`config.mk`:
```
export PLATFORM = sky130hd
export DESIGN_NAME = printf_spec_extractor
export DESIGN_NICKNAME = d
export VERILOG_FILES = /design/src/rtl/pse_pkg.sv /design/src/rtl/pse_front.sv /design/src/rtl/pse_queue.sv /design/src/rtl/pse_back.sv /design/src/rtl/printf_spec_extractor.sv
export SDC_FILE = /design/constraint.sdc
export NUM_CORES = 1
export LEC_CHECK = 0
export BUFFER_PORTS_ARGS = -buffer_cell sky130_fd_sc_hd__clkbuf_2
export CELL_PAD_IN_SITES_DETAIL_PLACEMENT = 1
export CELL_PAD_IN_SITES_GLOBAL_PLACEMENT = 1
export CORE_MARGIN = 1
export CORE_UTILIZATION = 54
export CTS_BUF_LIST = sky130_fd_sc_hd__clkbuf_16
export CTS_CLUSTER_DIAMETER = 150
export DETAILED_ROUTE_END_ITERATION = 12
export GPL_TIMING_DRIVEN = 1
export PLACE_DENSITY = 0.95
export SLEW_MARGIN = 20
export SYNTH_ARGS = -nofsm -noshare
export SYNTH_HDL_FRONTEND = slang
export SYNTH_SLANG_ARGS = --single-unit
```
`constraint.sdc`:
```
create_clock -name clk_i -period 9.2 [get_ports clk_i]
set_clock_uncertainty 0.2 [all_clocks]
set_input_delay 0.46 -clock clk_i [delete_from_list [all_inputs] [get_ports clk_i]]
set_output_delay 0.46 -clock clk_i [all_outputs]
set_load 0.01 [all_outputs]
```
`src/rtl/pse_pkg.sv`:
```
`timescale 1ns / 1ps
// Shared types, character constants and classifiers for the format-specifier extractor.
package pse_pkg;

  localparam int unsigned QueueDepth = 4;
  localparam int unsigned QueuePtrW  = 2;

  localparam logic [7:0] ChPercent = 8'h25;  // '%'
  localparam logic [7:0] ChStar    = 8'h2A;  // '*'
  localparam logic [7:0] ChDot     = 8'h2E;  // '.'
  localparam logic [7:0] ChLowerD  = 8'h64;  // 'd', conversion of star tokens

  localparam logic [2:0] ModNone = 3'd0;

  localparam logic KindToken  = 1'b0;
  localparam logic KindStatus = 1'b1;

  // One queue entry: everything one request produces (token and/or status).
  typedef struct packed {
    logic       has_tok;
    logic [2:0] mod_first;
    logic [2:0] mod_second;
    logic [7:0] conv_char;
    logic       has_stat;
    logic       stat_ok;
  } entry_t;

  function automatic logic is_flag(input logic [7:0] c);
    is_flag = (c == 8'h2D) || (c == 8'h2B) || (c == 8'h20) || (c == 8'h23) || (c == 8'h30);
  endfunction

  function automatic logic is_digit(input logic [7:0] c);
    is_digit = (c >= 8'h30) && (c <= 8'h39);
  endfunction

  // Valid conversion letters: d i o u x X e E f F g G a A c s p
  function automatic logic is_conv(input logic [7:0] c);
    is_conv = (c == 8'h64) || (c == 8'h69) || (c == 8'h6F) || (c == 8'h75) ||
              (c == 8'h78) || (c == 8'h58) || (c == 8'h65) || (c == 8'h45) ||
              (c == 8'h66) || (c == 8'h46) || (c == 8'h67) || (c == 8'h47) ||
              (c == 8'h61) || (c == 8'h41) || (c == 8'h63) || (c == 8'h73) ||
              (c == 8'h70);
  endfunction

  // Length modifier code: 1 h, 2 l, 3 j, 4 z, 5 t, 6 L, 0 otherwise.
  function automatic logic [2:0] mod_code(input logic [7:0] c);
    case (c)
      8'h68:   mod_code = 3'd1;
      8'h6C:   mod_code = 3'd2;
      8'h6A:   mod_code = 3'd3;
      8'h7A:   mod_code = 3'd4;
      8'h74:   mod_code = 3'd5;
      8'h4C:   mod_code = 3'd6;
      default: mod_code = ModNone;
    endcase
  endfunction

endpackage

```
`src/rtl/pse_front.sv`:
```
`timescale 1ns / 1ps
// Front end: specifier parse state machine, one character per cycle while the queue is not full, builds queue entries.
module pse_front #(
  parameter int unsigned MOD_MAX = 2
) (
  input  logic            clk_i,
  input  logic            rst_ni,
  input  logic            in_valid_i,
  output logic            in_ready_o,
  input  logic [7:0]      ch_i,
  input  logic            last_i,
  input  logic            q_full_i,
  output logic            push_o,
  output pse_pkg::entry_t entry_o
);

  localparam logic [2:0] PhText = 3'd0;
  localparam logic [2:0] PhPct  = 3'd1;
  localparam logic [2:0] PhFlag = 3'd2;
  localparam logic [2:0] PhWdig = 3'd3;
  localparam logic [2:0] PhWstr = 3'd4;
  localparam logic [2:0] PhDot  = 3'd5;
  localparam logic [2:0] PhPdig = 3'd6;
  localparam logic [2:0] PhLen  = 3'd7;

  localparam logic [1:0] ModMax = 2'(MOD_MAX);

  logic [2:0] phase_q, phase_d;
  logic [2:0] mod0_q, mod0_d, mod1_q, mod1_d;
  logic [1:0] cnt_q, cnt_d;
  logic       failed_q, failed_d;

  logic       accept;
  logic       tok_v, star_tok;
  logic       use_len;
  logic [2:0] code;

  assign in_ready_o = !q_full_i;
  assign accept     = in_valid_i && in_ready_o;
  assign code       = pse_pkg::mod_code(ch_i);

  always_comb begin
    phase_d  = phase_q;
    mod0_d   = mod0_q;
    mod1_d   = mod1_q;
    cnt_d    = cnt_q;
    failed_d = failed_q;
    tok_v    = 1'b0;
    star_tok = 1'b0;
    use_len  = 1'b0;

    if (!failed_q) begin
      case (phase_q)
        PhText: begin
          if (ch_i == pse_pkg::ChPercent) begin
            phase_d = PhPct;
            mod0_d  = pse_pkg::ModNone;
            mod1_d  = pse_pkg::ModNone;
            cnt_d   = 2'd0;
          end
        end
        PhPct, PhFlag: begin
          if (phase_q == PhPct && ch_i == pse_pkg::ChPercent) begin
            phase_d = PhText;
          end else if (pse_pkg::is_flag(ch_i)) begin
            phase_d = PhFlag;
          end else if (ch_i == pse_pkg::ChStar) begin
            star_tok = 1'b1;
            phase_d  = PhWstr;
          end else if (pse_pkg::is_digit(ch_i)) begin
            phase_d = PhWdig;
          end else if (ch_i == pse_pkg::ChDot) begin
            phase_d = PhDot;
          end else begin
            use_len = 1'b1;
          end
        end
        PhWdig: begin
          if (pse_pkg::is_digit(ch_i)) begin
            phase_d = PhWdig;
          end else if (ch_i == pse_pkg::ChDot) begin
            phase_d = PhDot;
          end else begin
            use_len = 1'b1;
          end
        end
        PhWstr: begin
          if (ch_i == pse_pkg::ChDot) begin
            phase_d = PhDot;
          end else begin
            use_len = 1'b1;
          end
        end
        PhDot: begin
          if (ch_i == pse_pkg::ChStar) begin
            star_tok = 1'b1;
            phase_d  = PhLen;
          end else if (pse_pkg::is_digit(ch_i)) begin
            phase_d = PhPdig;
          end else begin
            use_len = 1'b1;
          end
        end
        PhPdig: begin
          if (pse_pkg::is_digit(ch_i)) begin
            phase_d = PhPdig;
          end else begin
            use_len = 1'b1;
          end
        end
        default: begin
          use_len = 1'b1;
        end
      endcase

      // length modifier / conversion letter stage
      if (use_len) begin
        if (code != pse_pkg::ModNone) begin
          if (cnt_q >= ModMax) begin
            failed_d = 1'b1;
          end else begin
            if (cnt_q == 2'd0) mod0_d = code;
            if (cnt_q == 2'd1) mod1_d = code;
            cnt_d   = cnt_q + 2'd1;
            phase_d = PhLen;
          end
        end else if (pse_pkg::is_conv(ch_i)) begin
          tok_v   = 1'b1;
          phase_d = PhText;
          mod0_d  = pse_pkg::ModNone;
          mod1_d  = pse_pkg::ModNone;
          cnt_d   = 2'd0;
        end else begin
          failed_d = 1'b1;
        end
        if (failed_d) begin
          phase_d = PhText;
          mod0_d  = pse_pkg::ModNone;
          mod1_d  = pse_pkg::ModNone;
          cnt_d   = 2'd0;
        end
      end
    end

    // end of string: unfinished specifier fails, then status
    if (last_i && phase_d != PhText) failed_d = 1'b1;

    entry_o.has_tok    = tok_v || star_tok;
    entry_o.mod_first  = star_tok ? pse_pkg::ModNone : mod0_q;
    entry_o.mod_second = star_tok ? pse_pkg::ModNone : mod1_q;
    entry_o.conv_char  = star_tok ? pse_pkg::ChLowerD : ch_i;
    entry_o.has_stat   = last_i;
    entry_o.stat_ok    = !failed_d;

    if (last_i) begin
      phase_d  = PhText;
      mod0_d   = pse_pkg::ModNone;
      mod1_d   = pse_pkg::ModNone;
      cnt_d    = 2'd0;
      failed_d = 1'b0;
    end
  end

  assign push_o = accept && (entry_o.has_tok || entry_o.has_stat);

  always_ff @(posedge clk_i or negedge rst_ni) begin
    if (!rst_ni) begin
      phase_q  <= PhText;
      mod0_q   <= pse_pkg::ModNone;
      mod1_q   <= pse_pkg::ModNone;
      cnt_q    <= 2'd0;
      failed_q <= 1'b0;
    end else if (accept) begin
      phase_q  <= phase_d;
      mod0_q   <= mod0_d;
      mod1_q   <= mod1_d;
      cnt_q    <= cnt_d;
      failed_q <= failed_d;
    end
  end

endmodule

```
`src/rtl/pse_queue.sv`:
```
`timescale 1ns / 1ps
// Small FIFO of parse results between the front end and the output stage.
module pse_queue (
  input  logic            clk_i,
  input  logic            rst_ni,
  input  logic            push_i,
  input  pse_pkg::entry_t entry_i,
  output logic            full_o,
  input  logic            pop_i,
  output logic            empty_o,
  output pse_pkg::entry_t head_o
);

  localparam int unsigned CntW = pse_pkg::QueuePtrW + 1;

  pse_pkg::entry_t                  slots_q [pse_pkg::QueueDepth];
  logic [pse_pkg::QueuePtrW-1:0]    wr_q, rd_q;
  logic [CntW-1:0]                  cnt_q;
  logic                             do_push, do_pop;

  assign full_o  = (cnt_q == CntW'(pse_pkg::QueueDepth));
  assign empty_o = (cnt_q == '0);
  assign head_o  = slots_q[rd_q];
  assign do_push = push_i && !full_o;
  assign do_pop  = pop_i && !empty_o;

  always_ff @(posedge clk_i) begin
    if (do_push) slots_q[wr_q] <= entry_i;
  end

  always_ff @(posedge clk_i or negedge rst_ni) begin
    if (!rst_ni) begin
      wr_q  <= '0;
      rd_q  <= '0;
      cnt_q <= '0;
    end else begin
      if (do_push) wr_q <= wr_q + 1'b1;
      if (do_pop)  rd_q <= rd_q + 1'b1;
      if (do_push && !do_pop) cnt_q <= cnt_q + 1'b1;
      else if (do_pop && !do_push) cnt_q <= cnt_q - 1'b1;
    end
  end

endmodule

```
`src/rtl/pse_back.sv`:
```
`timescale 1ns / 1ps
// Back end: splits queue entries into token and status results, registered output.
module pse_back (
  input  logic            clk_i,
  input  logic            rst_ni,
  input  logic            empty_i,
  input  pse_pkg::entry_t head_i,
  output logic            pop_o,
  output logic            out_valid_o,
  input  logic            out_ready_i,
  output logic [15:0]     out_data_o,
  output logic            out_kind_o,
  output logic            out_last_o
);

  logic        valid_q, valid_d;
  logic        sub_q, sub_d;        // token of head already sent, status pending
  logic [15:0] data_q, data_d;
  logic        kind_q, kind_d;
  logic        last_q, last_d;
  logic        load, emit_tok;

  assign load     = !valid_q || out_ready_i;
  assign emit_tok = head_i.has_tok && !sub_q;

  always_comb begin
    valid_d = valid_q;
    sub_d   = sub_q;
    data_d  = data_q;
    kind_d  = kind_q;
    last_d  = last_q;
    pop_o   = 1'b0;
    if (load) begin
      valid_d = !empty_i;
      if (!empty_i) begin
        if (emit_tok) begin
          kind_d = pse_pkg::KindToken;
          data_d = {1'b0, 1'b0, head_i.conv_char, head_i.mod_second, head_i.mod_first};
          last_d = !head_i.has_stat;
          sub_d  = head_i.has_stat;
          pop_o  = !head_i.has_stat;
        end else begin
          kind_d = pse_pkg::KindStatus;
          data_d = {1'b0, head_i.stat_ok, 14'd0};
          last_d = 1'b1;
          sub_d  = 1'b0;
          pop_o  = 1'b1;
        end
      end
    end
  end

  always_ff @(posedge clk_i or negedge rst_ni) begin
    if (!rst_ni) begin
      valid_q <= 1'b0;
      sub_q   <= 1'b0;
    end else begin
      valid_q <= valid_d;
      sub_q   <= sub_d;
    end
  end

  always_ff @(posedge clk_i) begin
    data_q <= data_d;
    kind_q <= kind_d;
    last_q <= last_d;
  end

  assign out_valid_o = valid_q;
  assign out_data_o  = data_q;
  assign out_kind_o  = kind_q;
  assign out_last_o  = last_q;

endmodule

```
`src/rtl/printf_spec_extractor.sv`:
```
`timescale 1ns / 1ps
// Top level of the printf format-specifier extractor.
//
// Usage: a format string enters on the s_axis side one byte per request, the
// final byte marked by s_axis_tlast_i. Each completed conversion specifier
// yields one token on m_axis (tuser = 0): modifier letter codes plus the
// conversion letter. A '*' width or precision yields an extra token with
// conversion 'd'. The final byte also yields a status result (tuser = 1)
// whose ok bit says whether the string was well formed.
// m_axis_tlast_o marks the last result caused by one input byte.
// Path: the parse and the queue write happen at the edge that accepts the byte,
// and the result then passes through the output register before it is presented.
// Throughput: one byte per cycle while the 4-entry queue has room; a byte that
// gives both a token and a status occupies the output register for both results in turn.
// The front parser stalls only when the queue is full, so a stalled receiver
// backs up the queue first and s_axis_tready_o falls once it fills.
// Reset: parser returns to plain text, modifiers and failure flag cleared,
// queue and output register emptied.
module printf_spec_extractor #(
  parameter int unsigned MOD_MAX = 2   // allowed length modifier letters, 1..3
) (
  input  logic        clk_i,
  input  logic        rst_ni,
  input  logic        s_axis_tvalid_i,
  output logic        s_axis_tready_o,
  input  logic [7:0]  s_axis_tdata_i,   // [7:0] ch
  input  logic        s_axis_tlast_i,   // last byte of the string
  output logic        m_axis_tvalid_o,
  input  logic        m_axis_tready_i,
  // [2:0] mod_first, [5:3] mod_second, [13:6] conv_char, [14] ok, [15] zero
  output logic [15:0] m_axis_tdata_o,
  output logic        m_axis_tuser_o,   // kind: 0 token, 1 status
  output logic        m_axis_tlast_o    // run_end
);

  logic            q_full, q_empty, push, pop;
  pse_pkg::entry_t entry_in, head;

  // parser: classifies each byte and builds the request's results
  pse_front #(
    .MOD_MAX(MOD_MAX)
  ) u_front (
    .clk_i      (clk_i),
    .rst_ni     (rst_ni),
    .in_valid_i (s_axis_tvalid_i),
    .in_ready_o (s_axis_tready_o),
    .ch_i       (s_axis_tdata_i),
    .last_i     (s_axis_tlast_i),
    .q_full_i   (q_full),
    .push_o     (push),
    .entry_o    (entry_in)
  );

  // decouples the parser from output back-pressure
  pse_queue u_queue (
    .clk_i   (clk_i),
    .rst_ni  (rst_ni),
    .push_i  (push),
    .entry_i (entry_in),
    .full_o  (q_full),
    .pop_i   (pop),
    .empty_o (q_empty),
    .head_o  (head)
  );

  // expands entries into one or two results
  pse_back u_back (
    .clk_i       (clk_i),
    .rst_ni      (rst_ni),
    .empty_i     (q_empty),
    .head_i      (head),
    .pop_o       (pop),
    .out_valid_o (m_axis_tvalid_o),
    .out_ready_i (m_axis_tready_i),
    .out_data_o  (m_axis_tdata_o),
    .out_kind_o  (m_axis_tuser_o),
    .out_last_o  (m_axis_tlast_o)
  );

endmodule
```
==> impl_metrics.env <==
export IMPL_run_status="finished, violations left"
export IMPL_violations="design-rule violations"
export IMPL_setup_worst_path_class="register to register"
export IMPL_final_nets=398
export IMPL_hold_path_class="input port to register"
export IMPL_postSynthCellCount=356
export IMPL_clkSlewWorstSetupHoldPaths_ns=0.07
export IMPL_placement_io_buffers=31
export IMPL_post_syn_area_per_cell_um2=13.9
export IMPL_grt_pass1_wl_um=18400
export IMPL_synth_sequential_area_ratio_pct=62.0
export IMPL_groute_usage_overall_pct=25.4
export IMPL_min_period_over_period_pct=44.6
export IMPL_grt_pass1_vias=3275
export IMPL_tritoncts="built"
export IMPL_critical_path_max_fanout=12
export IMPL_globalplace_congestion=0.864
export IMPL_m3_gr_usage_pct=3.58
export IMPL_crit_path_start_kind="register"
export IMPL_num_fill_cells=841
export IMPL_antenna_left=0
export IMPL_dpl_cell_count=475
export IMPL_timing_critical_path_required_ns=9.26
export IMPL_reg_area_um2=3080
export IMPL_grt_busiest_layer="met2"
export IMPL_multi_input_comb_area_um2=1750
export IMPL_syn_to_final_growth_pct=10.7
export IMPL_number_of_hold_violations_in_the_final_report=0
export IMPL_cts_htree_levels=3
export IMPL_timing_final_max_slew_violations=0
export IMPL_die_width_um=97.9
export IMPL_yosys_warnings=0
export IMPL_detailroute_via_count=3101
export IMPL_globalRouteOverflowTotal=0
export IMPL_met2_usage_pct=43.6
export IMPL_dr_first_iter_drc_count=184
export IMPL_power_density_nw_per_um2=297
export IMPL_postSynthRegisterBits=106
export IMPL_clkLatencyLatePin_ns=0.34
export IMPL_grt_use_met1_pct=33.7
export IMPL_hpwl_um=7560
export IMPL_synth_edff_count=85
export IMPL_critPathArrivalTime_ns=4.16
export IMPL_p_total_w=0.00163
export IMPL_maxClockFrequency_mhz=243
export IMPL_cap_violations=0
export IMPL_timing_max_slew_rel_slack_pct=33.9
export IMPL_core_rowCount=34
export IMPL_core_region_area_um2=8810
export IMPL_layoutNonFillerInstCount=492
export IMPL_synth_cell_type_count=64
export IMPL_layout_min_cycle_time_ns=4.11
export IMPL_antenna_found_initial=0
export IMPL_post_route_cells_drive_above_1_share_pct=21.4
export IMPL_async_reset_ff_share_pct=19.8
export IMPL_finalWirelength_um=11300
export IMPL_mappedNetlistNets=375
export IMPL_die_height_um=97.9
export IMPL_viasPerCell=6.30
export IMPL_synth_top_flop_cell="edfxtp_1"
export IMPL_antenna_cells_inserted=0
export IMPL_syn_area_um2=4960
export IMPL_root_buffer="clkbuf_16"
export IMPL_max_clock_path_buffers=2
export IMPL_worst_slew_pin_transition_ns=0.991
export IMPL_drc_errors=3
export IMPL_fp_dieArea_um2=9580
export IMPL_setup_tns_ns=0
export IMPL_cts_num_sinks=106
export IMPL_drt_wirelength_per_cell_um=22.9
export IMPL_cp_end_kind="register"
export IMPL_timing_final_setup_violations=0
export IMPL_detail_route_first_pass_iterations=8
export IMPL_floorplan_io_pins=33
export IMPL_post_cts_gate_resize_count=0
export IMPL_power_leakage_nw=2.08
export IMPL_rsz0062_at_grt="false"
export IMPL_cts_buffers_inserted=9
export IMPL_power_ir_vdd_worst_uv=145
export IMPL_initial_cell_density_of_the_core_pct=56.4
export IMPL_grt_start_max_net_pins=22
final timing paths:
path / slack, ns / from / end / depth (start not counted)
max: 5.09 / u_front.phase_q[0] / u_queue.cnt_q[2] / 12
min: 0.17 / m_axis_tready_i / u_back.out_valid_o / 2
max reg2reg: 5.09 / u_front.phase_q[0] / u_queue.cnt_q[2] / 12
min reg2reg: 0.33 / u_front.mod1_q[2] / u_front.mod1_q[2] / 1
max in group asynchronous: 7.95 / rst_ni / u_front.mod0_q[0] / 2
min in group asynchronous: 0.46 / rst_ni / u_back.out_valid_o / 2
area by class of cell:
class,count,area share [%]
clock inverter,7,1.53
clock buffer,9,4.10
tap,108,2.46
timing repair buffer,33,3.14
sequential,106,56.0
inverter,14,0.956
multi-input combinational,215,31.8
sequential cells by signal, indices dropped and copies added, names as in the netlist:
| name | count |
|---|---|
| u_queue.cnt_q | 3 |
| u_back.out_valid_o | 1 |
| u_queue.wr_q | 2 |
| u_front.mod1_q | 3 |
| u_back.sub_q | 1 |
| u_back.out_kind_o | 1 |
| u_front.phase_q | 3 |
| u_front.mod0_q | 3 |
| u_front.cnt_q | 2 |
| u_queue.rd_q | 2 |
| u_front.failed_q | 1 |
| u_queue.slots_q | 68 |
| u_back.out_data_o | 15 |
| u_back.out_last_o | 1 |
metrics by stage:
stage	setup WS (ns)	hold slack, ns	util, %	area, µm²
after floorplan	5.97	-0.0356	-	4960
after global placement	5.36	0.265	58.8	5180
after detailed placement	5.16	0.272	58.8	5180
after CTS	5.14	0.176	62.4	5500
after global routing	4.79	0.167	62.4	5500
final	5.09	0.173	62.4	5500
timing repair:
action / CTS / global route
endpoints found under the hold margin: 21 / 0
setup buffers: 0 / 0
hold buffers: 1 / 0
layer usage:
layer | share of wire, % | up-vias
met3 | 3.0 | 10
met4 | 1.3 | 0
met2 | 53 | 72
met5 | 0 | -
li1 | - | 1414
met1 | 42 | 1605
power by group:
part	internal, W	switching [W]	total, W
Combinational	0.000224	0.000295	0.000519
Clock	0.000216	0.000176	0.000392
Sequential	0.000647	0.0000737	0.000721
Total	0.00109	0.000545	0.00163
kinds of logic (layout without fill, tap and decap cells):
family	count (synthesis)	after routing	share of synthesized area, %
AO/OA/AOI/OAI	66	66	10.4
XOR/XNOR	6	6	1.06
adder cells (fa/ha/maj)	6	6	1.66
buffers and inverters	35	63	2.85
flip-flops	106	106	62.0
multiplexers	20	20	8.37
other	1	1	0.0755
AND/OR/NAND/NOR	116	116	13.6
critical path, stage by stage, from the launching register on:
cell and delay, ns:
dfrtp_1 0.53, inv_1 0.18, nor3_1 0.35, a21oi_4 0.13, o211ai_1 0.73, nand2_1 0.29, a31oi_4 0.36, ha_1 0.26
inv_1 0.09, fa_1 0.44, xor2_1 0.15, nor2_1 0.12, xor2_1 0.18
placed cells by master (no fill, tap or decap), types with 2 or more instances in the layout:
master / Yosys / layout
nor3b_1: 4 / 4
or2_2: 2 / 2
a22o_1: 6 / 6
o22ai_1: 2 / 2
or3_1: 2 / 2
nor2b_1: 6 / 6
nor2_1: 13 / 13
dfrtp_1: 21 / 21
o211ai_1: 6 / 6
and2_1: 13 / 13
o2111a_1: 2 / 2
o21ai_0: 7 / 7
mux4_2: 17 / 17
inv_8: 0 / 2
nor3_1: 7 / 7
nand4_1: 4 / 4
nand3_1: 7 / 7
edfxtp_1: 85 / 85
clkbuf_16: 0 / 9
a31o_2: 2 / 2
inv_1: 14 / 14
or4_1: 2 / 2
nand4b_1: 2 / 2
xor2_1: 3 / 3
o21ai_1: 2 / 2
nand2_1: 21 / 21
a21o_1: 6 / 6
a311oi_1: 2 / 2
ha_1: 5 / 5
mux2_2: 2 / 2
and3_1: 18 / 18
clkbuf_2: 0 / 31
nand2b_1: 7 / 7
a21boi_0: 3 / 3
clkinv_4: 0 / 2
a21oi_1: 12 / 11
xnor2_1: 3 / 3
cell usage after synthesis, drive strengths merged (5+ instances only):
cell type	number	area share, %
nand2	21	1.6
a21oi	13	1.5
and2	13	1.6
buf	7	0.73
o211ai	6	0.91
nand2b	7	0.88
mux4	17	7.7
nand4	5	0.76
a22o	6	1.1
a21o	6	0.91
and3	18	2.3
o21ai	9	0.91
edfxtp	85	51
nor2b	6	0.76
nor2	13	0.98
ha	5	1.3
inv	14	1.1
dfrtp	21	11
nand3	8	0.91
nor3	7	0.71
clkbuf	14	1.1
(Power assumes the default switching activity.)
